[src/hw/rtl/pdas_pkg.sv]
// Types, constants and codes of the pre-decrement address sequencer
package pdas_pkg;

    localparam int ADDR_W  = 32;
    localparam int MASK_W  = 16;
    localparam int REG_W   = 3;
    localparam int SIZE_W  = 3;
    localparam int SRC_W   = 4;
    localparam int CYC_W   = 10;
    localparam int CFG_W   = 6;
    localparam int BIT_W   = 4;

    typedef enum logic {
        REQ_SINGLE = 1'b0,
        REQ_LIST   = 1'b1
    } t_req_type;

    typedef enum logic {
        CFG_SHORT_CYCLES = 1'b0,
        CFG_LONG_CYCLES  = 1'b1
    } t_cfg_idx;

    localparam logic [SIZE_W-1:0] SIZE_BYTE = 3'd1;
    localparam logic [SIZE_W-1:0] SIZE_WORD = 3'd2;
    localparam logic [SIZE_W-1:0] SIZE_LONG = 3'd4;

    localparam logic [REG_W-1:0] STACK_REG    = 3'd7;
    localparam logic [SRC_W-1:0] TOP_SRC      = 4'd15;
    localparam logic [CFG_W-1:0] SHORT_RST    = 6'd6;
    localparam logic [CFG_W-1:0] LONG_RST     = 6'd10;

    // Controller to datapath
    typedef struct packed {
        logic load;
        logic emit;
    } t_dp_cmd;

    // Datapath to controller
    typedef struct packed {
        logic slot_free;
        logic last;
    } t_dp_sts;

    typedef struct packed {
        logic              access_valid;
        logic              access_is_read;
        logic [ADDR_W-1:0] access_address;
        logic [SIZE_W-1:0] access_bytes;
        logic [SRC_W-1:0]  source_reg;
        logic [ADDR_W-1:0] new_reg_value;
        logic [CYC_W-1:0]  cycle_count;
        logic              last;
    } t_res;

endpackage

[src/hw/rtl/pdas_dp.sv]
// Sequencer datapath: config registers, working address/mask, result register
module pdas_dp import pdas_pkg::*; (
    input  logic              i_clk,
    input  logic              i_rst_n,
    input  t_dp_cmd           i_cmd,
    output t_dp_sts           o_sts,
    input  logic              i_cfg_we,
    input  logic              i_cfg_idx,
    input  logic [CFG_W-1:0]  i_cfg_data,
    input  logic              i_req_type,
    input  logic [REG_W-1:0]  i_reg_num,
    input  logic [SIZE_W-1:0] i_op_size,
    input  logic [ADDR_W-1:0] i_base_address,
    input  logic [MASK_W-1:0] i_reg_mask,
    input  logic              i_res_ready,
    output logic              o_res_valid,
    output t_res              o_res
);

    logic [CFG_W-1:0]  r_short;
    logic [CFG_W-1:0]  r_long;
    logic              r_type;
    logic [ADDR_W-1:0] r_addr;
    logic [MASK_W-1:0] r_mask;
    logic [SIZE_W-1:0] r_bytes;
    logic [SIZE_W-1:0] r_dec;
    logic [CYC_W-1:0]  r_cyc;
    logic              r_res_valid;
    t_res              r_res;

    logic [SIZE_W-1:0] ld_bytes;
    logic [SIZE_W-1:0] ld_dec;
    logic [CFG_W-1:0]  cost;
    logic [ADDR_W-1:0] n_addr;
    logic [MASK_W-1:0] low_bit;
    logic [MASK_W-1:0] n_mask;
    logic [BIT_W-1:0]  bit_idx;
    logic [CYC_W-1:0]  n_cyc;
    logic              last;
    t_res              n_res;

    // Access size and decrement, fixed at load
    always_comb begin
        if (t_req_type'(i_req_type) == REQ_SINGLE) begin
            ld_bytes = (i_op_size == SIZE_BYTE || i_op_size == SIZE_WORD) ? i_op_size
                                                                          : SIZE_LONG;
            // byte access through the stack pointer keeps it word aligned
            ld_dec   = (ld_bytes == SIZE_BYTE && i_reg_num == STACK_REG) ? SIZE_WORD
                                                                         : ld_bytes;
        end else begin
            ld_bytes = (i_op_size == SIZE_WORD) ? SIZE_WORD : SIZE_LONG;
            ld_dec   = ld_bytes;
        end
    end

    assign cost    = (r_bytes == SIZE_LONG) ? r_long : r_short;
    assign n_addr  = r_addr - {{(ADDR_W-SIZE_W){1'b0}}, r_dec};
    assign low_bit = r_mask & (~r_mask + {{(MASK_W-1){1'b0}}, 1'b1});
    assign n_mask  = r_mask & ~low_bit;
    assign n_cyc   = r_cyc + {{(CYC_W-CFG_W){1'b0}}, cost};

    always_comb begin
        bit_idx = '0;
        for (int i = 0; i < MASK_W; i++) begin
            if (low_bit[i]) begin
                bit_idx = bit_idx | BIT_W'(i);
            end
        end
    end

    assign last = (t_req_type'(r_type) == REQ_SINGLE) || (n_mask == '0);

    always_comb begin
        n_res = '0;
        if (t_req_type'(r_type) == REQ_SINGLE) begin
            n_res.access_valid   = 1'b1;
            n_res.access_is_read = 1'b1;
            n_res.access_address = n_addr;
            n_res.access_bytes   = r_bytes;
            n_res.new_reg_value  = n_addr;
            n_res.cycle_count    = {{(CYC_W-CFG_W){1'b0}}, cost};
            n_res.last           = 1'b1;
        end else if (r_mask == '0) begin
            // empty list: no access, register unchanged
            n_res.new_reg_value  = r_addr;
            n_res.last           = 1'b1;
        end else begin
            n_res.access_valid   = 1'b1;
            n_res.access_address = n_addr;
            n_res.access_bytes   = r_bytes;
            n_res.source_reg     = TOP_SRC - bit_idx;
            n_res.last           = last;
            n_res.new_reg_value  = last ? n_addr : '0;
            n_res.cycle_count    = last ? n_cyc : '0;
        end
    end

    assign o_sts.slot_free = !r_res_valid || i_res_ready;
    assign o_sts.last      = last;
    assign o_res_valid     = r_res_valid;
    assign o_res           = r_res;

    always_ff @(posedge i_clk) begin
        if (!i_rst_n) begin
            r_short     <= SHORT_RST;
            r_long      <= LONG_RST;
            r_res_valid <= 1'b0;
        end else begin
            if (i_cfg_we) begin
                if (t_cfg_idx'(i_cfg_idx) == CFG_SHORT_CYCLES) begin
                    r_short <= i_cfg_data;
                end else begin
                    r_long <= i_cfg_data;
                end
            end
            if (i_cmd.emit) begin
                r_res_valid <= 1'b1;
            end else if (i_res_ready) begin
                r_res_valid <= 1'b0;
            end
        end
    end

    always_ff @(posedge i_clk) begin
        if (i_cmd.load) begin
            r_type  <= i_req_type;
            r_addr  <= i_base_address;
            r_mask  <= i_reg_mask;
            r_bytes <= ld_bytes;
            r_dec   <= ld_dec;
            r_cyc   <= '0;
        end else if (i_cmd.emit) begin
            r_addr  <= n_addr;
            r_mask  <= n_mask;
            r_cyc   <= n_cyc;
        end
        if (i_cmd.emit) begin
            r_res <= n_res;
        end
    end

endmodule

[config.mk]
export PLATFORM = sky130hd
export DESIGN_NAME = pdas_dp
export DESIGN_NICKNAME = d
export VERILOG_FILES = /design/src/hw/rtl/pdas_pkg.sv /design/src/hw/rtl/pdas_dp.sv
export SDC_FILE = /design/constraint.sdc
export NUM_CORES = 1
export LEC_CHECK = 0
export ABC_CLOCK_PERIOD_IN_PS = 6550
export BUFFER_PORTS_ARGS = -buffer_cell sky130_fd_sc_hd__buf_2
export CORE_MARGIN = 4
export CORE_UTILIZATION = 55
export CTS_BUF_LIST = sky130_fd_sc_hd__clkbuf_4
export CTS_CLUSTER_SIZE = 16
export DETAILED_ROUTE_END_ITERATION = 8
export PLACE_DENSITY = 0.88
export SYNTH_ARGS = -nofsm -noshare
export SYNTH_HDL_FRONTEND = slang
export SYNTH_SLANG_ARGS = --single-unit
[constraint.sdc]
create_clock -name i_clk -period 6.55 [get_ports i_clk]
set_input_delay 0.3275 -clock i_clk [delete_from_list [all_inputs] [get_ports i_clk]]
set_output_delay 0.3275 -clock i_clk [all_outputs]
set_load 0.05 [all_outputs]
; After elaboration in Yosys (flattened, before gate mapping)
; Index checks and enable logic that the tools add are counted.
; Widths: inputs -> output; s select.
[totals]
regBits = 162
output_inout_bits = 87
[op_classes]
addsub = 4
eq_ne = 5
muxes = 37
bitwise = 7
n_reduce_logical = 13
[op_table]
columns = op, n
row1 = $mux 32, 4
row2 = $mux 43, 1
row3 = $mux 39, 1
row4 = $mux 35, 1
row5 = $and 16x16->16, 2
row6 = $logic_not 16->1, 2
row7 = $mux 16, 2
row8 = $mux 4, 8
row9 = $not 16->16, 2
row10 = $sub 32x3->32, 1
row11 = $mux 3, 9
row12 = $mux 10, 2
row13 = $add 16x1->16 const B, 1
row14 = $add 10x6->10, 1
row15 = $eq 3x1->1 const B, 2
row16 = $eq 3x3->1 const B, 2
row17 = $mux 1, 6
row18 = $mux 6, 1
row19 = $mux 2, 2
row20 = $reduce_and 2->1, 2
row21 = $reduce_bool 2->1, 2
row22 = $sub 4x4->4 const A, 1
row23 = $eq 3x2->1 const B, 1
row24 = $logic_or 1x1->1, 3
row25 = other kinds (5), 7

; Depth between registers and ports, before layout
; Gate-level depths: netlist (run 1).
[depth]
depth_word = 21
ltp_mapped = 10
depth_no_buf = 10

; Least setup slack after synthesis (run 1)
; OpenSTA, ideal clock, no wires.
[synth_path]
path_type = register -> register
start = register r_bytes[0]
end = register r_res (netlist bit o_res[7]), data pin
setup_time_ns = 0.269
arrival_ns = 2.842
required_time_ns = 6.281
path_slack_ns = 3.439
path_stages_with_launch = 11
path_cell_list = edfxtp_1 > nor3b_1 > mux2_2 > ha_1 > fa_1 > a21o_1 > a21oi_1 > o21bai_1 > a21oi_1 > xor2_1 > nor3_1
[synth_between]
elab_chain_len = 3
[synth_lines]
columns = item, line
row1 = from (decl), pdas_dp.sv:25  ; logic [SIZE_W-1:0] r_bytes;
row2 = from (signal assigned), pdas_dp.sv:129  ; r_bytes <= ld_bytes;
row3 = $eq 3x3->1, pdas_dp.sv:56  ; assign cost = (r_bytes == SIZE_LONG) ? r_long : r_short;
row4 = $mux 6, pdas_dp.sv:56
row5 = $add 10x6->10, pdas_dp.sv:60  ; assign n_cyc = r_cyc + {{(CYC_W-CFG_W){1'b0}}, cost};
row6 = to (signal assigned), pdas_dp.sv:138  ; r_res <= n_res;
row7 = to (decl), pdas_dp.sv:29  ; t_res r_res;
; No other way between the ends.
; A chain may end at the register's enable or synchronous reset.

==> out/qor.yml, run 1 <==
timing:
  finClkSkew_ps: 19.7
  relSlewSlack_pct: 32.7
  hold_viol_final: 0
  setup_tns_ps: 0
  finalWorstSetupSlack_ps: 2740
  maxSlewViolCount: 0
  timing.final.crit_period_ps: 3810
  rsz0062_at_grt: "no"
  fmax_ghz: 0.262
  finalCritPeriodShare_pct: 58.2
  tightest_slew_ps: 1000
  timing.hold.ws_ps: 71.5
  setup_violations: 0
layout:
  nets: 960
  design_area_um2: 9190
  drive_gt1_share_pct: 23.4
  final_util_pct: 66.2
  syn_to_final_growth_pct: 17.9
placed_design:
  placed_cell_area_um2: 8690
  place_worst_setup_slack_ps: 2780
  dpl.hpwl_um: 12500
  place.gp.congestion: 0.876
  portBuffers: 154
job:
  maxCapViolCount: 0
route:
  drc: 0
  drt_wl_total_um: 18200
  antenna_left: 0
  vias: 6119
  wl_per_cell_um: 16.9
  firstDrtPassIters: 6
  via_per_inst: 5.69
  drt_iter0_drc: 714
floorplan:
  initial_utilization_pct: 56.2
  dieArea_um2: 16100
  coreArea_um2: 13900
  rows: 43
  die_h_um: 127
  die_w_um: 127
  io_pins: 155
synthesis:
  syn_inst: 720
  synth_edf_count: 139
  netlist_area_um2: 7800
  avgSynthCellArea_um2: 10.8
  synth_area_leader_cell: "edfxtp_1"
  yosys_warnings: 0
  synth.top_cells.by_count: "edfxtp_1 (139), nor2_1 (95), nand2_1 (85)"
  synth.area.top_cells: "edfxtp_1 (54%), dfxtp_1 (5.9%), nor2_1 (4.6%), nand2_1 (4.1%), a21oi_1 (3.3%)"
  ys.flop_type: "edfxtp_1"
  async_reset_ff_share_pct: 0
  synth_nets: 800
  synth_top_area_share_pct: 53.5
  ys_seq_area_share_pct: 59.4
  yosysMostFrequentCell: "edfxtp_1"
  synth_seq_cells: 162
  yosysUniqueCellTypes: 62
global_routing:
  grt.overflow.total: 0
  grt_pass1_wl_um: 29000
  grt_max_degree: 63
  grtUsageTotal_pct: 22.9
  antenna_found_initial: 1
  first_global_vias: 5823
critical_path:
  worstPathRequired_ps: 6870
  crit_start: "r_mask[4]$_DFFE_PP_"
  end_kind: "flip-flop"
  worstReg2RegEnd: "o_res[37]$_DFFE_PP_"
  cpMaxStageDelayCell: "and3_2"
  rr_worst_depth: 7
  crit_path_end: "o_res[37]$_DFFE_PP_"
  path_depth: 7
  path_cells: "nor4_1 -> and4b_1 -> and3_2 -> inv_1 -> nand3_1 -> xor2_1 -> a21oi_1"
  r2r_setup_slack_ps: 2740
  cp.arrival_ps: 4130
  r2r_start: "r_mask[4]$_DFFE_PP_"
  critPathLaunchType: "flip-flop"
  critical_path.top_delay_family: "simple AND/OR/NAND/NOR gates"
  crit_buf_inv: 1
  critPathMaxFanout: 51
  cpPeakStageDelay_ps: 830
  crit_type: "reg2reg"
worst_hold_path:
  hp-class: "in2reg"
status:
  status: "finished clean"
clocking:
  clockBufferDepth: 2
  path_clk_slew_ps: 140
  cts_tree: "yes"
  cts_root_buf: "clkbuf_4"
  cts.sink_count: 162
  clock_latency_ps: 570
  numCtsBuffers: 17
  htree_levels: 4
power_and_ir_drop:
  p_seq_share_pct: 54.6
  power.density_nw_per_um2: 259
  peakVddDrop_mv: 0.146
  p_leak_nw: 3.52
  p_sw_mw: 0.767
  p_comb_share_pct: 21.3
  clockPowerShare_pct: 24.1
  internal_power_mw: 1.62
  swShare_pct: 32.2
## worst min-delay path by stage
stage,startpoint,end,slack [ps],depth (start not counted)
2_1_floorplan,i_req_type,r_type$_DFFE_PP_,430,0
3_3_place_gp,r_long[3]$_SDFFE_PN1P_,r_long[3]$_SDFFE_PN1P_,450,2
3_5_place_dp,r_long[4]$_SDFFE_PN0P_,r_long[4]$_SDFFE_PN0P_,460,2
4_1_cts,i_reg_mask[14],r_mask[14]$_DFFE_PP_,6,3
5_1_grt,i_reg_mask[13],r_mask[13]$_DFFE_PP_,20,3
6_report,i_reg_mask[14],r_mask[14]$_DFFE_PP_,70,3
## layout make-up
type	instances	area, µm²
flip-flops and latches	162	4630
well taps	180	225
repair buffers	183	1050
clock inverters	14	140
diodes	2	5.00
multi-input cells	501	2950
clock buffers	18	135
fillers	1052	4690
inverters	15	56.3
## registers in the layout (all words and copies together), names as in the netlist, 3 cells and up
register	cells
o_res	84
r_addr	32
r_mask	16
r_cyc	10
r_long	6
r_short	6
r_bytes	3
r_dec	3
## routing by layer
layer	vias up	GRT usage [%]	wire [µm]
li1	2913	-	-
met1	2842	29.5	7210
met2	333	37.9	8930
met3	31	4.85	1730
met4	0	9.40	354
met5	-	0	0
## repair_timing
action,CTS,global route
setup buffers,0,0
gates resized for setup,0,0
hold buffers,22,0
hold endpoints to repair,24,0
## cell usage in the layout (no fill, tap or decap), types with 4 or more instances in the layout
master	netlist	routed
o21ai_0	49	49
mux2_2	7	7
xnor2_1	21	21
a21oi_1	51	51
nand2b_1	6	6
xor2_1	29	29
buf_2	1	153
dfxtp_1	23	23
a211oi_1	7	7
nor2b_1	8	8
nor3_1	14	14
nand3_1	25	25
edfxtp_1	139	139
mux2i_1	13	13
buf_4	1	8
a21boi_0	5	5
clkbuf_4	0	18
dlygate4sd3_1	0	22
and2_1	5	5
nand2_1	85	84
or3_1	4	4
nor4_1	12	12
inv_1	14	14
ha_1	10	10
o31ai_1	6	6
nor2_1	95	95
## cell families after synthesis
| group | after synthesis | synth area share (%) |
|---|---|---|
| adders and majority gates | 13 | 2.25 |
| AOI/OAI and AO/OA | 143 | 10.8 |
| muxes | 20 | 2.68 |
| and+or+nand+nor | 274 | 16.2 |
| xor gates and xnor gates | 51 | 5.83 |
| buffers and inverters | 57 | 2.81 |
| DFF | 162 | 59.4 |
## power by group through the flow
stage          logic [mW]  clock network [mW]  registers, mW
2_1_floorplan       0.214                   0           1.46
4_1_cts             0.507               0.589           1.30
3_5_place_dp        0.495                   0           1.32
6_report            0.508               0.575           1.30
3_3_place_gp        0.482                   0           1.32
5_1_grt             0.552               0.630           1.31
## worst reg2reg max path, delay by kind of cell (launching register included)
family          cells  cell delay (ps)
simple gates        4             2180
buf+inv             1              630
flops               1              530
compound gates      1               60
xor+xnor            1              190
## stage by stage
step | std cells | power (mW)
finish | 1075 | 2.38
global route | 1075 | 2.49
CTS | 1073 | 2.40
detailed placement | 1019 | 1.82
global placement | 1019 | 1.80
floorplan | 720 | 1.68
No activity file was read; power rests on OpenSTA's default activity.
==> run 2: changes to the inputs <==
- ABC_CLOCK_PERIOD_IN_PS: 6550 -> 3300
- CORE_UTILIZATION: 55 -> 52
- PLACE_DENSITY: 0.88 -> 0.87
- clock period: 6.55 -> 3.3 ns (I/O delays scaled with it)
==> run 2 against run 1 <==
  * Sequential share of layout area decreased by 3.6 points
  * Clock power increased by 120%
  * Utilization increased by 1.6 points
  * First-iteration DRC count decreased by 18%
  * Global-route usage increased by 0.80 points
  * Final cell count increased by 6.5%
  * Flip-flop and latch count unchanged
  * Hold slack got worse by 10 ps
  * Via count increased by 7.4%
  * Routed wire length increased by 12%
  * Critical path depth unchanged
  * Largest power group unchanged
==> out/qor.yml, run 2 (synthesis gave the netlist of run 1 again) <==
route:
  drc: 0
  wl_per_cell_um: 17.9
  firstDrtPassIters: 6
  via_per_inst: 5.74
  drt_iter0_drc: 589
  vias: 6572
  antenna_left: 0
  drt_wl_total_um: 20500
clocking:
  clockBufferDepth: 2
  numCtsBuffers: 17
  cts_tree: "yes"
  htree_levels: 4
  clock_latency_ps: 580
  cts.sink_count: 162
  cts_root_buf: "clkbuf_4"
  path_clk_slew_ps: 140
critical_path:
  crit_type: "reg2out"
  end_kind: "output pin"
  cp.arrival_ps: 2990
  worstPathRequired_ps: 3130
  critPathLaunchType: "flip-flop"
  critPathMaxFanout: 14
layout:
  final_cell_mix: "buf_2 (152), edfxtp_1 (139), nor2_1 (95)"
  nets: 1027
  syn_to_final_growth_pct: 26.9
  design_area_um2: 9890
  finalNonFillerCells: 1145
  largest_reg_flops: 84
  drive_gt1_share_pct: 23.8
  nFillCells: 1002
  final_common_cell: "buf_2"
power_and_ir_drop:
  power.density_nw_per_um2: 501
  p_leak_nw: 3.84
  peakVddDrop_mv: 0.305
global_routing:
  grtUsageTotal_pct: 23.7
  grt.overflow.total: 0
  first_global_vias: 6362
  grt_pass1_wl_um: 31200
  antenna_found_initial: 2
  grt_max_degree: 51
timing:
  relSlewSlack_pct: 45.3
  rsz0062_at_grt: "no"
  finClkSkew_ps: 33.3
  timing.hold.ws_ps: 61.1
  fmax_ghz: 0.317
  hold_viol_final: 0
  maxSlewViolCount: 0
  tightest_slew_ps: 815
  setup_violations: 0
  finalCritPeriodShare_pct: 95.7
  setup_tns_ps: 0
  timing.final.crit_period_ps: 3160
placed_design:
  placed_cell_area_um2: 8790
  dp_cells: 1036
  place.gp.congestion: 0.865
  portBuffers: 154
  dpl.hpwl_um: 12900
floorplan:
  io_pins: 155
  die_w_um: 130
  coreArea_um2: 14600
  rows: 44
  dieArea_um2: 17000
  initial_utilization_pct: 53.4
  die_h_um: 130
worst_hold_path:
  hp-class: "in2reg"
status:
  status: "finished clean"
job:
  maxCapViolCount: 0
==> run 2: metrics by stage <==
step / worst slack, ps / total power [mW] / util [%]
2_1_floorplan: 189 / 3.33 / -
3_3_place_gp: 278 / 3.59 / 60.3
3_5_place_dp: 180 / 3.62 / 60.3
4_1_cts: 87.9 / 4.94 / 67.5
5_1_grt: 28.7 / 5.15 / 67.8
6_report: 142 / 4.96 / 67.8
==> run 2: per-layer routing <==
layer  vias up  global-route usage (%)  part of all wire [%]
met5         -                       0                     0
met2       406                    39.2                    48
met3        66                    5.20                   8.8
met1      3059                    29.7                    39
li1       3041                       -                     -
met4         0                    11.4                   3.5
==> run 2: path summary, 6_finish.rpt <==
kind	cells after the start	to	start	slack [ps]
max	7	o_sts[0]	r_mask[2]$_DFFE_PP_	140
min	3	o_res_valid$_SDFFE_PN0P_	i_cmd[0]	60
max reg2reg	10	r_addr[28]$_DFFE_PP_	r_addr[0]$_DFFE_PP_	200
min reg2reg	2	r_long[0]$_SDFFE_PN0P_	r_long[0]$_SDFFE_PN0P_	490
==> run 2: layout make-up <==
type / count / area [µm²] / share of cell area, %
antenna: 2 / 5.00 / 0.0506
clock inverter: 14 / 178 / 1.80
multi-input combinational: 501 / 2980 / 30.1
tap: 184 / 230 / 2.33
clock buffer: 17 / 128 / 1.29
inverter: 15 / 56.3 / 0.569
sequential: 162 / 4630 / 46.9
timing repair buffer: 250 / 1680 / 17.0
==> run 2: worst max-delay path, stage by stage, from the launching register on <==
cell and delay (ps):
edfxtp_1 540, nor4_4 470, nand2_1 250, nor4_1 350, o311a_1 300, nand2_4 160, nand2_1 110, clkbuf_4 230
==> run 2: timing repair <==
item                                   in CTS  in global routing
buffers inserted                            0                  2
hold buffers                               74                  0
gates resized for setup                     2                  5
endpoints found under the hold margin      67                  0
setup endpoints to repair                   1                  7
pin swaps                                   0                  1
==> run 2: where the power goes <==
| part | leakage [nW] | total, mW | switching [mW] | internal, mW |
|---|---|---|---|---|
| clock | 0.154 | 1.28 | 0.745 | 0.532 |
| combinational | 2.11 | 1.09 | 0.727 | 0.361 |
| sequential | 1.57 | 2.59 | 0.144 | 2.45 |
| total | 3.84 | 4.96 | 1.62 | 3.34 |
==> run 3: changes to the inputs <==
- CTS_BUF_LIST: sky130_fd_sc_hd__clkbuf_4 -> sky130_fd_sc_hd__clkbuf_2 sky130_fd_sc_hd__clkbuf_4 sky130_fd_sc_hd__clkbuf_8
- SKIP_LAST_GASP: default -> 1
==> run 3 against run 2 <==
  * Combinational power decreased by 5%
  * First-iteration DRC count decreased by 10%
  * Die area unchanged
  * Utilization decreased by 2.5 points
  * Final cell count shrank 4.2%
  * Worst setup slack improved by 48 ps
  * Clock skew down 16 ps
  * Critical path depth rose by 3
  * Global-route usage shrank 1.3 points
  * Largest power group unchanged
  * Highest routed layer unchanged
  * Largest cell class unchanged
  * Routed wire length fell by 6.0%
  * Sequential power barely moved
==> out/qor.yml, run 3 (synthesis gave the netlist of run 1 again) <==
critical_path:
  cpPeakStageDelay_ps: 500
  crit_top_cell: "inv_1"
  end_kind: "flip-flop"
  critPathMaxFanout: 5
  cpMaxStageDelayCell: "or4b_4"
  crit_type: "reg2reg"
  critical_path.top_delay_family: "simple AND/OR/NAND/NOR gates"
  path_cells: "inv_1 -> ha_1 -> inv_1 -> fa_1 -> a211oi_2 -> nand2_1 -> or3_4 -> or4b_4 -> xor2_2 -> a21oi_2"
  worstPathRequired_ps: 3510
  cp.arrival_ps: 3320
  crit_buf_inv: 2
  critPathLaunchType: "flip-flop"
timing:
  setup_tns_ps: 0
  finClkSkew_ps: 17.0
  rsz0062_at_grt: "no"
  setup_violations: 0
  fmax_ghz: 0.322
  hold_viol_final: 0
  tightest_slew_ps: 836
  maxSlewViolCount: 0
  finalCritPeriodShare_pct: 94.2
  timing.final.crit_period_ps: 3110
  relSlewSlack_pct: 44.2
floorplan:
  coreArea_um2: 14600
  io_pins: 155
  rows: 44
  die_h_um: 130
  die_w_um: 130
  initial_utilization_pct: 53.4
  dieArea_um2: 17000
route:
  drt_wl_total_um: 19200
  drt_iter0_drc: 530
  drc: 0
  firstDrtPassIters: 5
  via_per_inst: 5.67
  vias: 6220
  wl_per_cell_um: 17.5
  antenna_left: 0
layout:
  final_cell_mix: "buf_2 (153), edfxtp_1 (139), nor2_1 (95)"
  nets: 981
  nFillCells: 1064
  design_area_um2: 9520
  syn_to_final_growth_pct: 22.2
  n_antenna_cell: 0
  drive_gt1_share_pct: 24.6
  largest_reg_flops: 84
  final_common_cell: "buf_2"
global_routing:
  first_global_vias: 5949
  grt_max_degree: 51
  grtUsageTotal_pct: 22.4
  antenna_found_initial: 0
  grt.overflow.total: 0
  grt_pass1_wl_um: 29500
placed_design:
  placed_cell_area_um2: 8790
  dpl.hpwl_um: 12900
  place.gp.congestion: 0.865
  portBuffers: 154
clocking:
  numCtsBuffers: 17
  cts_tree: "yes"
  cts.sink_count: 162
  cts_root_buf: "clkbuf_8"
  clockBufferDepth: 2
  htree_levels: 4
  post_cts_buffers: 0
  clock_latency_ps: 470
  path_clk_slew_ps: 90
status:
  status: "finished clean"
power_and_ir_drop:
  internal_power_mw: 3.53
  p_seq_share_pct: 50.3
  p_comb_share_pct: 20.1
  swShare_pct: 31.5
  peakVddDrop_mv: 0.281
  p_leak_nw: 3.68
  power.density_nw_per_um2: 541
  clockPowerShare_pct: 29.6
  p_sw_mw: 1.62
job:
  maxCapViolCount: 0
worst_hold_path:
  hp-class: "in2reg"
-- run 3: per-stage QoR --
| stage | setup slack (ps) | power (mW) | instances | hold WS, ps | utilization (%) |
|---|---|---|---|---|---|
| floorplan | 189 | 3.33 | 720 | 264 | - |
| detailed placement | 180 | 3.62 | 1036 | 373 | 60.3 |
| CTS | 67.3 | 5.15 | 1097 | 3.15 | 65.2 |
| global route | 1.45 | 5.35 | 1097 | 8.58 | 65.3 |
| finish | 190 | 5.15 | 1097 | 24.6 | 65.3 |
| global placement | 278 | 3.59 | 1036 | 366 | 60.3 |
-- run 3: final cells by class --
cell class                      count  area, µm²  area share [%]
Inverter                           15       56.3           0.591
Multi-Input combinational cell    501       2970            31.2
Tap cell                          184        230            2.42
Sequential cell                   162       4630            48.7
Timing Repair Buffer              204       1220            12.8
Clock inverter                     14        178            1.87
Clock buffer                       17        234            2.46
-- run 3: routing by layer --
metal / routed length, µm / vias up / GRT usage [%]
li1: - / 2948 / -
met4: 567 / 0 / 8.59
met3: 1660 / 49 / 5.24
met2: 9180 / 329 / 36.9
met5: 0 / - / 0
met1: 7840 / 2894 / 29.0
-- run 3: path summary, 6_finish.rpt --
path	from	cells after the start	endpoint	slack, ps
worst max register to register	r_addr[0]$_DFFE_PP_	10	r_addr[28]$_DFFE_PP_	190
worst min register to register	r_long[0]$_SDFFE_PN0P_	2	r_long[0]$_SDFFE_PN0P_	470
worst max-delay path	r_addr[0]$_DFFE_PP_	10	r_addr[28]$_DFFE_PP_	190
worst min-delay path	i_base_address[18]	3	r_addr[18]$_DFFE_PP_	20
-- run 3: power groups by stage --
| stage | sequential, mW | combinational [mW] | clock, mW |
|---|---|---|---|
| after floorplan | 2.90 | 0.425 | 0 |
| after global placement | 2.62 | 0.970 | 0 |
| after detailed placement | 2.63 | 0.993 | 0 |
| after CTS | 2.59 | 1.03 | 1.54 |
| after global routing | 2.61 | 1.12 | 1.62 |
| final | 2.59 | 1.04 | 1.53 |
-- run 3: what timing repair did --
action / in CTS / in global routing
hold endpoints to repair: 32 / 0
resized for setup: 1 / 3
pin swaps: 0 / 0
setup endpoints to repair: 1 / 7
hold buffers: 30 / 0
gates cloned: 0 / 0
-- run 3: worst min-delay path, delay by kind of cell --
kind	cells	cell delay, ps
simple gates	1	40
buf+inv	1	70
compound gates	1	100
